--- config.mk ---
export PLATFORM = sky130hd
export DESIGN_NAME = ptl_ram
export DESIGN_NICKNAME = d
export VERILOG_FILES = /design/src/rtl/three_level_page_table_macros.svh /design/src/rtl/ptl_ram.sv
export SDC_FILE = /design/constraint.sdc
export NUM_CORES = 1
export LEC_CHECK = 0
export BUFFER_PORTS_ARGS = -buffer_cell sky130_fd_sc_hd__buf_2
export CORE_MARGIN = 5
export CORE_UTILIZATION = 65
export DETAILED_ROUTE_END_ITERATION = 10
export MAX_ROUTING_LAYER = met4
export PLACE_DENSITY = 0.95
export SYNTH_ARGS = -nofsm -noshare
export SYNTH_HDL_FRONTEND = slang
export SYNTH_SLANG_ARGS = --single-unit
--- constraint.sdc ---
create_clock -name clk_i -period 3.4 [get_ports clk_i]
set_clock_uncertainty 0.15 [all_clocks]
set_input_delay 0.51 -clock clk_i [delete_from_list [all_inputs] [get_ports clk_i]]
set_output_delay 0.51 -clock clk_i [all_outputs]
set_load 0.05 [all_outputs]
--- src/rtl/three_level_page_table_macros.svh ---
// Assertion macros used by the page table RTL.
`ifndef THREE_LEVEL_PAGE_TABLE_MACROS_SVH
`define THREE_LEVEL_PAGE_TABLE_MACROS_SVH

// Same-cycle implication, checked on every rising clock edge outside reset.
`define PTL_ASSERT_NOW(lbl, ante, cons, msg) \
  lbl: assert property (@(posedge clk_i) disable iff (!rst_ni) (ante) |-> (cons)) \
    else $error(msg);

// Next-cycle implication, checked on every rising clock edge outside reset.
`define PTL_ASSERT_NEXT(lbl, ante, cons, msg) \
  lbl: assert property (@(posedge clk_i) disable iff (!rst_ni) (ante) |=> (cons)) \
    else $error(msg);

`endif

--- src/rtl/ptl_ram.sv ---
// Generic single-port-write, single-port-read RAM with a registered read.
module ptl_ram #(
  parameter int WIDTH = 8,
  parameter int DEPTH = 16
) (
  input  logic                                     clk_i,
  input  logic                                     we_i,
  input  logic [((DEPTH > 1) ? $clog2(DEPTH) : 1)-1:0] waddr_i,
  input  logic [WIDTH-1:0]                         wdata_i,
  input  logic                                     re_i,
  input  logic [((DEPTH > 1) ? $clog2(DEPTH) : 1)-1:0] raddr_i,
  output logic [WIDTH-1:0]                         rdata_o
);

  logic [WIDTH-1:0] mem_q [DEPTH];
  logic [WIDTH-1:0] rdata_q;

  always_ff @(posedge clk_i) begin
    if (we_i) begin
      mem_q[waddr_i] <= wdata_i;
    end
  end

  // Read data holds its value while no read is issued.
  always_ff @(posedge clk_i) begin
    if (re_i) begin
      rdata_q <= mem_q[raddr_i];
    end
  end

  assign rdata_o = rdata_q;

endmodule

After elaboration in Yosys (flattened, before gate mapping)
Memories as Yosys holds them, arrays and structs flattened. A register that Yosys moved wholly into a read port is not among the register bits. Cells that the tools add are included.

Memories kept: 1. Bits of input ports: 19. Bits in writable memories: 128. Latch bits: 0. Memory bits (read-only): 0. Register bits: 0. Output and inout bits: 8.

Memory list: mem_q (depth 16, width 8, read ports 1, clocked after Yosys merged registers in 1, write ports 1, line ptl_ram.sv:15) `logic [WIDTH-1:0] mem_q [DEPTH];`.

Multiply operators: 0. Mux-type cells: 2. Eq/ne operators: 0. Add/sub/neg operators: 0. Divide/modulo/power cells: 0. Reductions and logical operators: 0. Shift-type cells: 0. $lt $le $gt $ge: 0. Bitwise operators: 0.

Operators with widths (count): $mux W1 (2).

Logic depth before layout (Yosys ltp)
Depth after elaboration: 2. Mapped depth: 5. Depth with buffers taken out: 3.

Worst setup path before layout
Ideal clock, no wire load.

Kind: input to register. From: input waddr_i[2] (netlist name). To: memory mem_q[0][0], enable pin. Library setup time: 0.383 ns. Cell stages on the path: 2. Data required time: 2.867 ns. Slack: 1.247 ns. Arrival: 1.620 ns. Cells stage by stage: or3b_2 nor3_1.

RTL lines: from (decl) (line ptl_ram.sv:8) `input logic [((DEPTH > 1) ? $clog2(DEPTH) : 1)-1:0] waddr_i,`; to (decl) (line ptl_ram.sv:15).

Straight into the memory's write port.

==> flow_summary_export.csv <==
group,metric,value,unit
global_routing,antenna_found_initial,0,
clock_tree,clock_tree_from_tritoncts,"done",
synthesis,post_synthesis_mean_instance_area,22.8,um2
clock_tree,clock_sinks,136,
synthesis,ys.warnings.count,0,
timing,final.min_clock_period,2010,ps
global_routing,maximum_number_of_pins_on_one_net_before_global_route_repair,33,
synthesis,mappedNetlistArea,5230,um2
placement,place.gp.congestion,0.755,
timing,setup_repair_after_global_routing_missed_its_margin,"false",
route,first_pass_iters,5,
floorplanning,core.rowCount,32,
floorplanning,chip_width,99.7,um
timing,fin_hold_ws,198,ps
worst_setup_path,setup.worst_path.class,"input port to flip-flop",
finish,final_design_area_no_fill,6060,um2
finish,drive_above_1_share,29.5,%
route,finalWirelength,10900,um
synthesis,synth-seq-cells,136,
synthesis,sequential_share_of_the_synthesized_area,78.1,%
finish,area_delta_synth_final,16.0,%
clock_tree,cts.repair.resized,0,
finish,final_core_utilization,78.1,%
worst_setup_path,crit_path_end_kind,"flip-flop",
worst_setup_path,required,3510,ps
worst_setup_path,cp_cell_sequence,"buf_2 > buf_12 > mux4_1 > a22oi_1 > nand2_1",
route,vias_per_cell,6.82,
worst_setup_path,largest_stage_delay_on_the_critical_path,590,ps
floorplanning,die-area,9940,um2
floorplanning,die_y,99.7,um
route,initialDrtViolationCount,352,
worst_setup_path,cp_num_buf_inv,2,
worst_setup_path,critPathMaxFanout,20,
clock_tree,htree_levels,4,
global_routing,grt_remaining_overflow,0,
timing,finalCritPeriodShare,59.2,%
worst_setup_path,critical_path.slowest_cell,"mux4_1",
clock_tree,worstSkewPairLatency,520,ps
clock_tree,path_clk_slew,60,ps
flow_run,max-cap-violations,0,
placement,dpl-instance-area,5470,um2
worst_setup_path,cp-start-kind,"input port",
placement,place_hpwl,6270,um
finish,final_cell_count_no_fill,387,
clock_tree,cts_buffers,17,
worst_setup_path,critPathArrivalTime,2120,ps
route,route.detailed.wl_per_inst,28.0,um
route,postRouteAntennaNets,0,
timing,max_slew_headroom_at_the_worst_pin,30.5,%
timing,tightestPinTransition,1040,ps
timing,report.final.setup_viol,0,
pwr,report.power.total,3.90,mW
run_status,run_status,"complete, no violations",
pwr,ir_drop,0.486,mV
clock_tree,holdBufCountCts,0,
floorplanning,core_area,7770,um2
timing,postLayoutSetupSlackWorst,1390,ps
placement,numPlacedInstances,355,
clock_tree,postCtsSetupBuffers,0,
synthesis,synthesis.nets,248,
pwr,pwr_per_cell_area,643,nW/um2
timing,fin_setup_tns,0,ps
timing,final-hold-violation-count,0,
timing,fmax,497,MHz
timing,drv_slew,0,
route,drc,0,
global_routing,first_global_vias,2616,
placement,dp_worst_setup_slack,869,ps
min_path,min_path_type,"input port to flip-flop",
clock_tree,cts_max_path_buffers,2,
finish,design.final.nets,291,
pwr,total_leakage_power,2.05,nW
floorplanning,initial_utilization,67.3,%
clock_tree,clock-root-buffer,"clkbuf_8",
global_routing,gr-usage-all-layers,24.7,%
synthesis,post_synth_num_cell_types,18,
finish,n_antenna_cell,0,
placement,buffer_ports.inserted,26,
global_routing,grt_pass1_wl,16300,um
worst_setup_path,cp_top_family,"buffers and inverters",
route,dr_total_vias,2639,
synthesis,postSynthCellCount,229,
floorplanning,i_o_pin_count,27,
[area by class of cell]
class	count	area, um2
multi-input cells	83	1060
well taps	102	128
fillers	388	1700
repair buffers	34	203
clock buffers	18	418
clock inverters	14	174
flip-flops and latches	136	4080
[power breakdown]
part	switching, mW	internal [mW]
logic	0.130	0.0694
clock network	0.675	1.12
registers	0.0107	1.89
[routing by layer]
layer	track usage, %	share of wire [%]	wire, um	vias up
met5	-	0	0	-
met4	10.8	3.4	369	0
met3	7.08	9.3	1010	33
met2	36.0	49	5270	189
met1	33.1	39	4210	1348
li1	-	-	-	1069
[state kept, by name, indices dropped and copies added (netlist names)]
signal and cells:
rdata_o 8, mem_q 128
[synthesized netlist by cell type, drive strengths merged]
| cell type | instances | area (um2) |
|---|---|---|
| edfxtp | 136 | 4080 |
| mux4 | 32 | 773 |
| a22oi | 16 | 120 |
| nor2 | 13 | 48.8 |
| nand2 | 9 | 33.8 |
| buf | 7 | 56.3 |
| nor3 | 4 | 20.0 |
| clkdlybuf4s25 | 3 | 30.0 |
| nand2b | 2 | 12.5 |
| nand3b | 2 | 15.0 |
| and2 | 1 | 6.26 |
| and2b | 1 | 7.51 |
| nand3 | 1 | 5.00 |
| nor2b | 1 | 6.26 |
| or3b | 1 | 8.76 |
[path summary, 6_finish.rpt]
check / from / end / slack (ps) / depth (start not counted)
worst max-delay path: raddr_i[0] / rdata_o[0] / 1390 / 5
worst min-delay path: re_i / rdata_o[3] / 200 / 1
worst max register to register: mem_q[5][2] / rdata_o[2] / 1690 / 3
worst min register to register: mem_q[15][1] / rdata_o[1] / 610 / 3
[worst register-to-register path: stages (launching register included)]
cell,delay (ps)
edfxtp_1,370
mux4_1,610
a22oi_1,220
nand2_1,110
[cell usage in the layout (no fill, tap or decap), types with 3 or more instances in the layout]
cell type | synthesis | routed
edfxtp_1 | 136 | 136
buf_2 | 3 | 26
mux4_2 | 18 | 18
a22oi_1 | 16 | 16
clkbuf_16 | 0 | 16
mux4_1 | 14 | 14
nor2_1 | 13 | 13
nand2_1 | 9 | 9
buf_4 | 1 | 7
clkinv_4 | 0 | 5
nor3_1 | 4 | 4
bufinv_16 | 0 | 3
clkinv_2 | 0 | 3
[cell families after synthesis]
logic type / Yosys count / synth area share (%)
multiplexers: 32 / 14.8
flip-flops: 136 / 78.1
AO/OA/AOI/OAI: 16 / 2.30
buffers and inverters: 10 / 1.65
AND/OR/NAND/NOR: 35 / 3.14
No activity file was read; power rests on OpenSTA's default activity.
